--- config.mk ---
export PLATFORM = sky130hd
export DESIGN_NAME = stable_priority_queue_core
export DESIGN_NICKNAME = d
export VERILOG_FILES = /design/src/rtl/spq_pkg.sv /design/src/rtl/stable_priority_queue_core.sv /design/src/rtl/spq_cell.sv
export VERILOG_INCLUDE_DIRS = /design/src /design/src/rtl
export SDC_FILE = /design/constraint.sdc
export NUM_CORES = 2
export LEC_CHECK = 0
export BUFFER_PORTS_ARGS = -buffer_cell sky130_fd_sc_hd__buf_2
export CAP_MARGIN = 20
export CORE_MARGIN = 2
export CORE_UTILIZATION = 58
export CTS_CLUSTER_DIAMETER = 120
export DETAILED_ROUTE_END_ITERATION = 16
export PLACE_DENSITY = 0.85
export RECOVER_POWER = 100
export SYNTH_ARGS = -nofsm -noshare
export SYNTH_HDL_FRONTEND = slang
export SYNTH_SLANG_ARGS = --single-unit
--- constraint.sdc ---
create_clock -name clk_i -period 14.1 [get_ports clk_i]
set_clock_uncertainty 0.2 [all_clocks]
set_input_delay 2.82 -clock clk_i [delete_from_list [all_inputs] [get_ports clk_i]]
set_output_delay 2.82 -clock clk_i [all_outputs]
set_load 0.01 [all_outputs]
--- src/rtl/stable_priority_queue_core_defines.svh ---
// Assertion macros shared by the stable priority queue RTL.
`ifndef STABLE_PRIORITY_QUEUE_CORE_DEFINES_SVH
`define STABLE_PRIORITY_QUEUE_CORE_DEFINES_SVH

`ifndef SYNTHESIS

`define SPQ_ASSERT(lbl, clk, rst_n, prop, msg) \
  lbl: assert property (@(posedge clk) disable iff (!rst_n) prop) else $error(msg);

`define SPQ_ASSERT_ALWAYS(lbl, clk, prop, msg) \
  lbl: assert property (@(posedge clk) prop) else $error(msg);

`else

`define SPQ_ASSERT(lbl, clk, rst_n, prop, msg)

`define SPQ_ASSERT_ALWAYS(lbl, clk, prop, msg)

`endif

`endif

--- src/rtl/spq_pkg.sv ---
// Shared types and constants for the stable priority queue.
package spq_pkg;

  localparam int unsigned PRIO_BITS        = 8;
  localparam int unsigned PAYLOAD_OUT_BITS = 32;
  localparam int unsigned STATUS_BITS      = 2;
  localparam int unsigned FILL_BITS        = 5;

  localparam logic FUNC_ENQ = 1'b0;
  localparam logic FUNC_DEQ = 1'b1;

  localparam logic [STATUS_BITS-1:0] ST_OK        = 2'd0;
  localparam logic [STATUS_BITS-1:0] ST_UNDERFLOW = 2'd1;
  localparam logic [STATUS_BITS-1:0] ST_OVERFLOW  = 2'd2;

  // Broadcast to every cell in the chain for one transaction.
  typedef struct packed {
    logic                 enq;
    logic                 deq;
    logic [PRIO_BITS-1:0] prio;
  } spq_ctrl_t;

endpackage

--- src/rtl/stable_priority_queue_core.sv ---
// Stable sorted priority queue built as a chain of shifting cells.
//
//  channel | direction | handshake            | payload
//  in      | sink      | in_valid_i/in_ready_o | func_i, prio_i, payload_in_i
//  out     | source    | out_valid_o/out_ready_i | payload_out_o, status_o, empty_res_o, fill_o
//
// Every cell compares its priority with the incoming one in parallel and the whole
// chain shifts in the same cycle, so one transaction is taken per cycle unless the input is stalled.
// The result is registered on acceptance and shown from the next cycle.
// Input is stalled only while a result waits and out_ready_i is low.
// Reset clears the entry count and the output valid; cell contents are not reset.

`include "stable_priority_queue_core_defines.svh"

module stable_priority_queue_core #(
  parameter int unsigned DEPTH        = 16,
  parameter int unsigned PAYLOAD_BITS = 32
) (
  input  logic                                    clk_i,
  input  logic                                    rst_ni,
  input  logic                                    in_valid_i,
  output logic                                    in_ready_o,
  input  logic                                    func_i,
  input  logic [spq_pkg::PRIO_BITS-1:0]           prio_i,
  input  logic [spq_pkg::PAYLOAD_OUT_BITS-1:0]    payload_in_i,
  output logic                                    out_valid_o,
  input  logic                                    out_ready_i,
  output logic [spq_pkg::PAYLOAD_OUT_BITS-1:0]    payload_out_o,
  output logic [spq_pkg::STATUS_BITS-1:0]         status_o,
  output logic                                    empty_res_o,
  output logic [spq_pkg::FILL_BITS-1:0]           fill_o
);

  localparam int unsigned OccBits = $clog2(DEPTH + 1);

  logic [OccBits-1:0] occ_q, occ_d;
  logic               out_valid_q;

  logic [spq_pkg::PAYLOAD_OUT_BITS-1:0] payload_out_q, payload_out_d;
  logic [spq_pkg::STATUS_BITS-1:0]      status_q, status_d;
  logic                                 empty_q, empty_d;
  logic [spq_pkg::FILL_BITS-1:0]        fill_q, fill_d;

  logic accept, is_enq, full, empty, do_enq, do_deq;
  spq_pkg::spq_ctrl_t ctrl;
  logic [PAYLOAD_BITS-1:0] new_payload;

  logic [DEPTH-1:0]                  ins_w;
  logic [spq_pkg::PRIO_BITS-1:0]     prio_w    [DEPTH];
  logic [PAYLOAD_BITS-1:0]           payload_w [DEPTH];

  assign in_ready_o = !out_valid_q || out_ready_i;
  assign accept     = in_valid_i && in_ready_o;
  assign is_enq     = (func_i == spq_pkg::FUNC_ENQ);
  assign full       = (occ_q == OccBits'(DEPTH));
  assign empty      = (occ_q == '0);
  assign do_enq     = accept && is_enq && !full;
  assign do_deq     = accept && !is_enq && !empty;

  assign ctrl.enq    = do_enq;
  assign ctrl.deq    = do_deq;
  assign ctrl.prio   = prio_i;
  assign new_payload = PAYLOAD_BITS'(payload_in_i);

  for (genvar i = 0; i < DEPTH; i++) begin : g_cell
    logic                          left_ins;
    logic [spq_pkg::PRIO_BITS-1:0] left_prio, right_prio;
    logic [PAYLOAD_BITS-1:0]       left_payload, right_payload;

    if (i == 0) begin : g_head
      assign left_ins     = 1'b0;
      assign left_prio    = '0;
      assign left_payload = '0;
    end else begin : g_body
      assign left_ins     = ins_w[i-1];
      assign left_prio    = prio_w[i-1];
      assign left_payload = payload_w[i-1];
    end

    if (i == DEPTH - 1) begin : g_tail
      assign right_prio    = '0;
      assign right_payload = '0;
    end else begin : g_mid
      assign right_prio    = prio_w[i+1];
      assign right_payload = payload_w[i+1];
    end

    spq_cell #(
      .PayloadBits (PAYLOAD_BITS)
    ) u_cell (
      .clk_i           (clk_i),
      .ctrl_i          (ctrl),
      .occupied_i      (occ_q > OccBits'(i)),
      .new_payload_i   (new_payload),
      .left_ins_i      (left_ins),
      .left_prio_i     (left_prio),
      .left_payload_i  (left_payload),
      .right_prio_i    (right_prio),
      .right_payload_i (right_payload),
      .ins_o           (ins_w[i]),
      .prio_o          (prio_w[i]),
      .payload_o       (payload_w[i])
    );
  end

  always_comb begin
    occ_d         = occ_q;
    payload_out_d = '0;
    status_d      = spq_pkg::ST_OK;
    priority if (do_enq) begin
      occ_d = occ_q + 1'b1;
    end else if (do_deq) begin
      occ_d         = occ_q - 1'b1;
      payload_out_d = spq_pkg::PAYLOAD_OUT_BITS'(payload_w[0]);
    end else if (is_enq) begin
      status_d = spq_pkg::ST_OVERFLOW;
    end else begin
      status_d = spq_pkg::ST_UNDERFLOW;
    end
    empty_d = (occ_d == '0);
    fill_d  = spq_pkg::FILL_BITS'(occ_d);
  end

  always_ff @(posedge clk_i or negedge rst_ni) begin
    if (!rst_ni) begin
      occ_q       <= '0;
      out_valid_q <= 1'b0;
    end else begin
      if (accept) begin
        occ_q <= occ_d;
      end
      if (accept) begin
        out_valid_q <= 1'b1;
      end else if (out_ready_i) begin
        out_valid_q <= 1'b0;
      end
    end
  end

  always_ff @(posedge clk_i) begin
    if (accept) begin
      payload_out_q <= payload_out_d;
      status_q      <= status_d;
      empty_q       <= empty_d;
      fill_q        <= fill_d;
    end
  end

  assign out_valid_o   = out_valid_q;
  assign payload_out_o = payload_out_q;
  assign status_o      = status_q;
  assign empty_res_o   = empty_q;
  assign fill_o        = fill_q;

  `SPQ_ASSERT(a_occ_bound, clk_i, rst_ni, occ_q <= OccBits'(DEPTH), "entry count above depth")
  `SPQ_ASSERT(a_enq_grows, clk_i, rst_ni, do_enq |=> occ_q == $past(occ_q) + 1'b1,
              "enqueue did not add one entry")
  `SPQ_ASSERT(a_deq_shrinks, clk_i, rst_ni, do_deq |=> occ_q == $past(occ_q) - 1'b1,
              "dequeue did not remove one entry")
  `SPQ_ASSERT(a_ins_monotone, clk_i, rst_ni, (ins_w[DEPTH-2:0] & ~ins_w[DEPTH-1:1]) == '0,
              "insert flags not monotone along the chain")
  `SPQ_ASSERT(a_underflow_empty, clk_i, rst_ni,
              out_valid_q && status_q == spq_pkg::ST_UNDERFLOW |-> empty_q,
              "underflow reported on a non-empty queue")

endmodule

--- src/rtl/spq_cell.sv ---
// One slot of the sorted chain: holds a priority and a payload, shifts with its neighbors.
module spq_cell #(
  parameter int unsigned PayloadBits = 32
) (
  input  logic                            clk_i,
  input  spq_pkg::spq_ctrl_t              ctrl_i,
  input  logic                            occupied_i,
  input  logic [PayloadBits-1:0]          new_payload_i,
  input  logic                            left_ins_i,
  input  logic [spq_pkg::PRIO_BITS-1:0]   left_prio_i,
  input  logic [PayloadBits-1:0]          left_payload_i,
  input  logic [spq_pkg::PRIO_BITS-1:0]   right_prio_i,
  input  logic [PayloadBits-1:0]          right_payload_i,
  output logic                            ins_o,
  output logic [spq_pkg::PRIO_BITS-1:0]   prio_o,
  output logic [PayloadBits-1:0]          payload_o
);

  logic [spq_pkg::PRIO_BITS-1:0] prio_q;
  logic [PayloadBits-1:0]        payload_q;

  // Empty slot or strictly larger priority: the new entry lands here or further left.
  assign ins_o = !occupied_i || (prio_q > ctrl_i.prio);

  always_ff @(posedge clk_i) begin
    if (ctrl_i.enq) begin
      if (left_ins_i) begin
        prio_q    <= left_prio_i;
        payload_q <= left_payload_i;
      end else if (ins_o) begin
        prio_q    <= ctrl_i.prio;
        payload_q <= new_payload_i;
      end
    end else if (ctrl_i.deq) begin
      prio_q    <= right_prio_i;
      payload_q <= right_payload_i;
    end
  end

  assign prio_o    = prio_q;
  assign payload_o = payload_q;

endmodule

# Word-level counts from Yosys, hierarchy flattened
# Cells that the tools add are included.
dict set report word_totals {
  reg_bits 686
  input_bits 45
  out_inout_bits 42
  wordCells 285
}
dict set report op_classes {
  n_addsub 2
  order_cmp 32
  n_eq_ne 17
  mux 131
  bitwise_logic 2
  reduce_logical 63
}
# cell count
set op_table {}
lappend op_table {{32-bit 2-to-1 mux} 63}
lappend op_table {{8-bit 2-to-1 mux} 63}
lappend op_table {{8-bit greater-than comparator} 16}
lappend op_table {{3-bit by 1-bit inequality test with 1-bit output (second input constant)} 15}
lappend op_table {{5-bit by 4-bit greater-than comparator with 1-bit output (second input constant)} 8}
lappend op_table {{2-bit AND reduction} 16}
lappend op_table {{5-bit by 3-bit greater-than comparator with 1-bit output (second input constant)} 4}
lappend op_table {{1-bit logical NOT} 19}
lappend op_table {{1-bit logical OR} 17}
lappend op_table {{5-bit by 1-bit greater-than comparator with 1-bit output (second input constant)} 2}
lappend op_table {{5-bit by 2-bit greater-than comparator with 1-bit output (second input constant)} 2}
lappend op_table {{5-bit logical NOT} 2}
lappend op_table {{5-bit 2-to-1 mux} 2}
lappend op_table {{5-bit by 1-bit adder with 5-bit output (second input constant)} 1}
lappend op_table {{5-bit equality test (second input constant)} 1}
lappend op_table {{1-bit logical AND} 5}
lappend op_table {{5-bit by 1-bit subtractor with 5-bit output (second input constant)} 1}
lappend op_table {{2-bit nonzero test} 2}
lappend op_table {{2-bit OR reduction} 2}
lappend op_table {{1-bit 2-to-1 mux} 2}
lappend op_table {{2-bit 2-to-1 mux} 1}
lappend op_table {{2-bit by 1-bit inequality test with 1-bit output (second input constant)} 1}
lappend op_table {{1-bit NOT} 2}

# Longest topological paths before layout
dict set report logic_depth {
  ltp_word 8
  depth_mapped 12
  mapped_depth_nobuf 8
}

# Modules after synthesis
# A second synthesis with hierarchy kept.
dict set report hier_totals {
  hier_cells 3474
  hier_area_um2 38997.4
}
# module n_inst cells_per_inst area_per_inst_um2 seq_area_each_um2
set modules_own_cells {}
lappend modules_own_cells {spq_cell 16 207 2304.7 1201.2}
lappend modules_own_cells {stable_priority_queue_core 1 162 2122.0 1351.3}

# Worst setup path before layout
# OpenSTA, ideal clock, no wires.
dict set report synth_path {
  path_kind {input port to flip-flop}
  start {input port prio_i[3] in the netlist's numbering}
  end {register g_cell[7].u_cell.payload_q[0] (enable)}
  arrival_ps 7148
  required_ps 13439
  slack_ps 6291
  stages 11
  path_buffers 4
  path_cell_list {clkbuf_1 clkbuf_1 inv_1 ha_1 nand4_1 nor2b_1 a21bo_2 and3_1 clkbuf_1 clkbuf_1 a31oi_1}
}
dict set report synth_via {
  elab_chain_cells 4
  elab_cells_between_ends 6
  classes_between {order compare (2); eq/ne (1); reduce/logical (3)}
}
# element line_no
set synth_rtl {}
lappend synth_rtl {{from (decl)} stable_priority_queue_core.sv:24} ;# input logic [spq_pkg::PRIO_BITS-1:0] prio_i,
lappend synth_rtl {{8-bit greater-than comparator} spq_cell.sv:23} ;# assign ins_o = !occupied_i || (prio_q > ctrl_i.prio);
lappend synth_rtl {{1-bit logical OR} spq_cell.sv:23}
lappend synth_rtl {{3-bit by 1-bit inequality test with 1-bit output (no line) *} -}
lappend synth_rtl {{2-bit AND reduction (no line) *} -}
lappend synth_rtl {{to (signal assigned)} spq_cell.sv:29} ;# payload_q <= left_payload_i;
lappend synth_rtl {{to (signal assigned)} spq_cell.sv:32} ;# payload_q <= new_payload_i;
lappend synth_rtl {{to (signal assigned)} spq_cell.sv:36} ;# payload_q <= right_payload_i;
lappend synth_rtl {{to (decl)} spq_cell.sv:20} ;# logic [PayloadBits-1:0] payload_q;
# Every way passes the cells marked *; elsewhere a longest branch is shown, timed or not.
# A chain may end at the register's enable or synchronous reset.

# Worst setup path after layout
dict set report layout_path {
  start {input port prio_i[1] in the netlist's numbering}
  end {register g_cell[5].u_cell.payload_q[9] (enable)}
}
dict set report layout_via {
  elab_chain_cells 4
  elab_cells_between_ends 6
  classes_between {order compare (2); eq/ne (1); reduce/logical (3)}
}
# element line_no
set layout_rtl {}
lappend layout_rtl {{8-bit greater-than comparator} spq_cell.sv:23}
lappend layout_rtl {{1-bit logical OR} spq_cell.sv:23}
lappend layout_rtl {{3-bit by 1-bit inequality test with 1-bit output (no line) *} -}
lappend layout_rtl {{2-bit AND reduction (no line) *} -}
lappend layout_rtl {{to (signal assigned)} spq_cell.sv:29}
lappend layout_rtl {{to (signal assigned)} spq_cell.sv:32}
lappend layout_rtl {{to (signal assigned)} spq_cell.sv:36}
lappend layout_rtl {{to (decl)} spq_cell.sv:20}
# Marked as above.

==> metrics.yaml <==
final_area_um2: 39000
cp.required_ps: 14010
die_x_um: 253.9
period_needed_ps: 10750
cts-resized-gates: 0
num_vias: 30370
worstSetupStartpointType: "input pin"
wire_per_inst_um: 24.62
synth_edf_count: 680
drc: 0
ys_types: 50
clk_pin_slew_ps: 60
final_nets: 3792
drt_first_pass_iters: 6
wl_met2_um: 49260
power_mw: 6.540
die_area_um2: 64470
tightest_slew_ps: 4515
final_util_pct: 63.20
cts_tree: "yes"
pin_count: 87
grt_max_degree: 258
syn_to_final_growth_pct: 7.668
tns_ps: 0
arrival_ps: 10660
core_area_um2: 61710
leakage_nw: 14.20
die_h_um: 253.9
portBuffers: 86
synth.avg_cell_area_um2: 9.740
ys.flop_type: "edfxtp_1"
drive_above_1_share_pct: 4.999
wirelength_um: 110700
holdCritPathClass: "flip-flop to flip-flop"
placed_cells: 4377
grt_pass1_wl_um: 166500
postCtsHoldBufs: 0
diodes: 0
cap_violations: 38
violations: "max-capacitance violations, max-slew violations"
met3_length_um: 16730
highest_layer: "met4"
vias_per_cell: 6.751
cts.root.buffer_cell: "clkbuf_16"
path_common_cell: "clkbuf_1"
cp_slowest_cell: "clkbuf_1"
antenna_found_initial: 0
clkLatencyLatePin_ps: 620
rsz0062_at_grt: "false"
critPathKind: "input pin to flip-flop"
gr-total-overflow: 0
ctsHtreeMaxLevel: 3
critPathMaxFanout: 42
slew_viol_final: 1278
ys_warn_count: 0
crit_buf_inv: 4
stdcell_count: 4498
postCtsSetupBuffers: 0
end_kind: "flip-flop"
syn_nets: 3898
max_freq_mhz: 93.02
postPlaceCellArea_um2: 37270
critical-path-top-delay-family: "buffers and inverters"
rows: 91
yosys_register_bits: 686
hold_viol_final: 0
gp_congestion: 0.9024
slowest_delay_ps: 2080
clkSinkCount: 686
syn_area_um2: 36220
first_global_vias: 28900
postSynth.asyncResetShare_pct: 0.8746
cp_cell_sequence: "clkbuf_1 > inv_1 > ha_1 > nor2b_1 > o211ai_1 > a21o_1 > and3_2 > clkbuf_1 > a31oi_1 > clkbuf_1"
status: "finished with violations"
fin_crit_sh_pct: 76.25
start_util_pct: 58.70
wl_met1_um: 38610
setup_viol: 0
ir_drop_v: 0.0001003
max_slew_margin_pct: -201.0
dpl.hpwl_um: 62530
syn_inst: 3719
ys_seq_area_share_pct: 56.79
antenna_left: 0
cts-buffers-inserted: 70
drt_iter0_markers: 5393
cts_max_path_buffers: 3
p_per_area_nw_per_um2: 167.7
grt_usage_pct: 33.85
through the flow:
stage          setup WS [ps]  hold slack, ps
2_1_floorplan           6291           317.3
3_3_place_gp            6949           332.2
3_5_place_dp            6875           337.9
4_1_cts                 7500           352.1
5_1_grt                 3648           371.7
6_report                3349           352.8
path summary, 6_finish.rpt:
kind,start,end,slack (ps),depth (start not counted)
worst max-delay path,prio_i[1],g_cell[5].u_cell.payload_o[9],3350,10
worst min-delay path,g_cell[0].u_cell.payload_o[9],payload_out_o[9],350,1
worst max register to register,occ_q[0],g_cell[10].u_cell.payload_o[8],5610,8
worst min register to register,g_cell[0].u_cell.payload_o[9],payload_out_o[9],350,1
max in group asynchronous,rst_ni,occ_q[4],11590,1
min in group asynchronous,rst_ni,occ_q[2],1870,1
power by group:
group	internal [mW]	switching [mW]
combinational	0.499	1.41
clock	0.979	0.803
sequential	2.67	0.183
layout make-up:
class	count	area, um2
multi-input combinational	2682	14450
tap	837	1047
clock inverter	33	254.0
fill	4696	22710
inverter	31	116.4
timing repair buffer	142	728.2
sequential	686	20570
clock buffer	87	1837
placed cells by master, fill, tap and decap left out, drive strengths merged, types with 66 or more instances in the layout:
| master | netlist | final |
|---|---|---|
| and2 | 113 | 113 |
| clkbuf | 296 | 163 |
| nand2 | 538 | 538 |
| a221o | 81 | 81 |
| ha | 134 | 134 |
| a21oi | 960 | 960 |
| o21ai | 115 | 115 |
| edfxtp | 680 | 680 |
| buf | 24 | 66 |
| nor2 | 480 | 480 |
state kept, by name (all words and copies together), names as in the netlist:
register,cells
empty_res_o,1
g_cell.u_cell.payload_o,512
fill_o,5
out_valid_o,1
status_o,2
payload_out_o,32
g_cell.u_cell.prio_o,128
occ_q,5
layer usage:
metal  vias to the layer above  track usage (%)
met5                         -                0
met4                         0            18.49
met3                       465            8.235
met2                      2516            51.52
met1                     14210            44.87
li1                      13170                -
synthesized netlist by cell type, drive strengths merged (2+ instances only):
master | number | area, um2
dfrtp | 6 | 150.1
a21oi | 960 | 4805
a21o | 8 | 60.06
edfxtp | 680 | 20420
a21bo | 2 | 20.02
o211ai | 16 | 120.1
nand4 | 33 | 206.5
mux2i | 49 | 490.5
nand2 | 538 | 2019
o21a | 2 | 15.01
ha | 134 | 1677
or2 | 2 | 12.52
nor2b | 18 | 112.6
clkbuf | 296 | 1111
inv | 31 | 116.4
nand2b | 12 | 75.07
o22ai | 4 | 25.02
buf | 24 | 118.9
a22oi | 12 | 103.9
nor2 | 480 | 1809
o21ai | 115 | 575.6
a221o | 81 | 810.8
o21bai | 2 | 15.01
and2 | 113 | 706.9
a31oi | 11 | 68.82
and3 | 11 | 68.82
nand3 | 53 | 265.3
a211oi | 5 | 42.54
xnor2 | 7 | 61.31
cell families (layout without fill, tap and decap cells):
kind of cell	Yosys count	after routing	synth area share, %
AO/OA/AOI/OAI	1226	1226	18.63
XOR/XNOR	7	7	0.1693
adder cells (fa/ha/maj)	134	134	4.629
buffers and inverters	351	293	3.717
flip-flops	686	686	56.79
multiplexers	49	49	1.354
AND/OR/NAND/NOR	1266	1266	14.72
(Power assumes the default switching activity.)
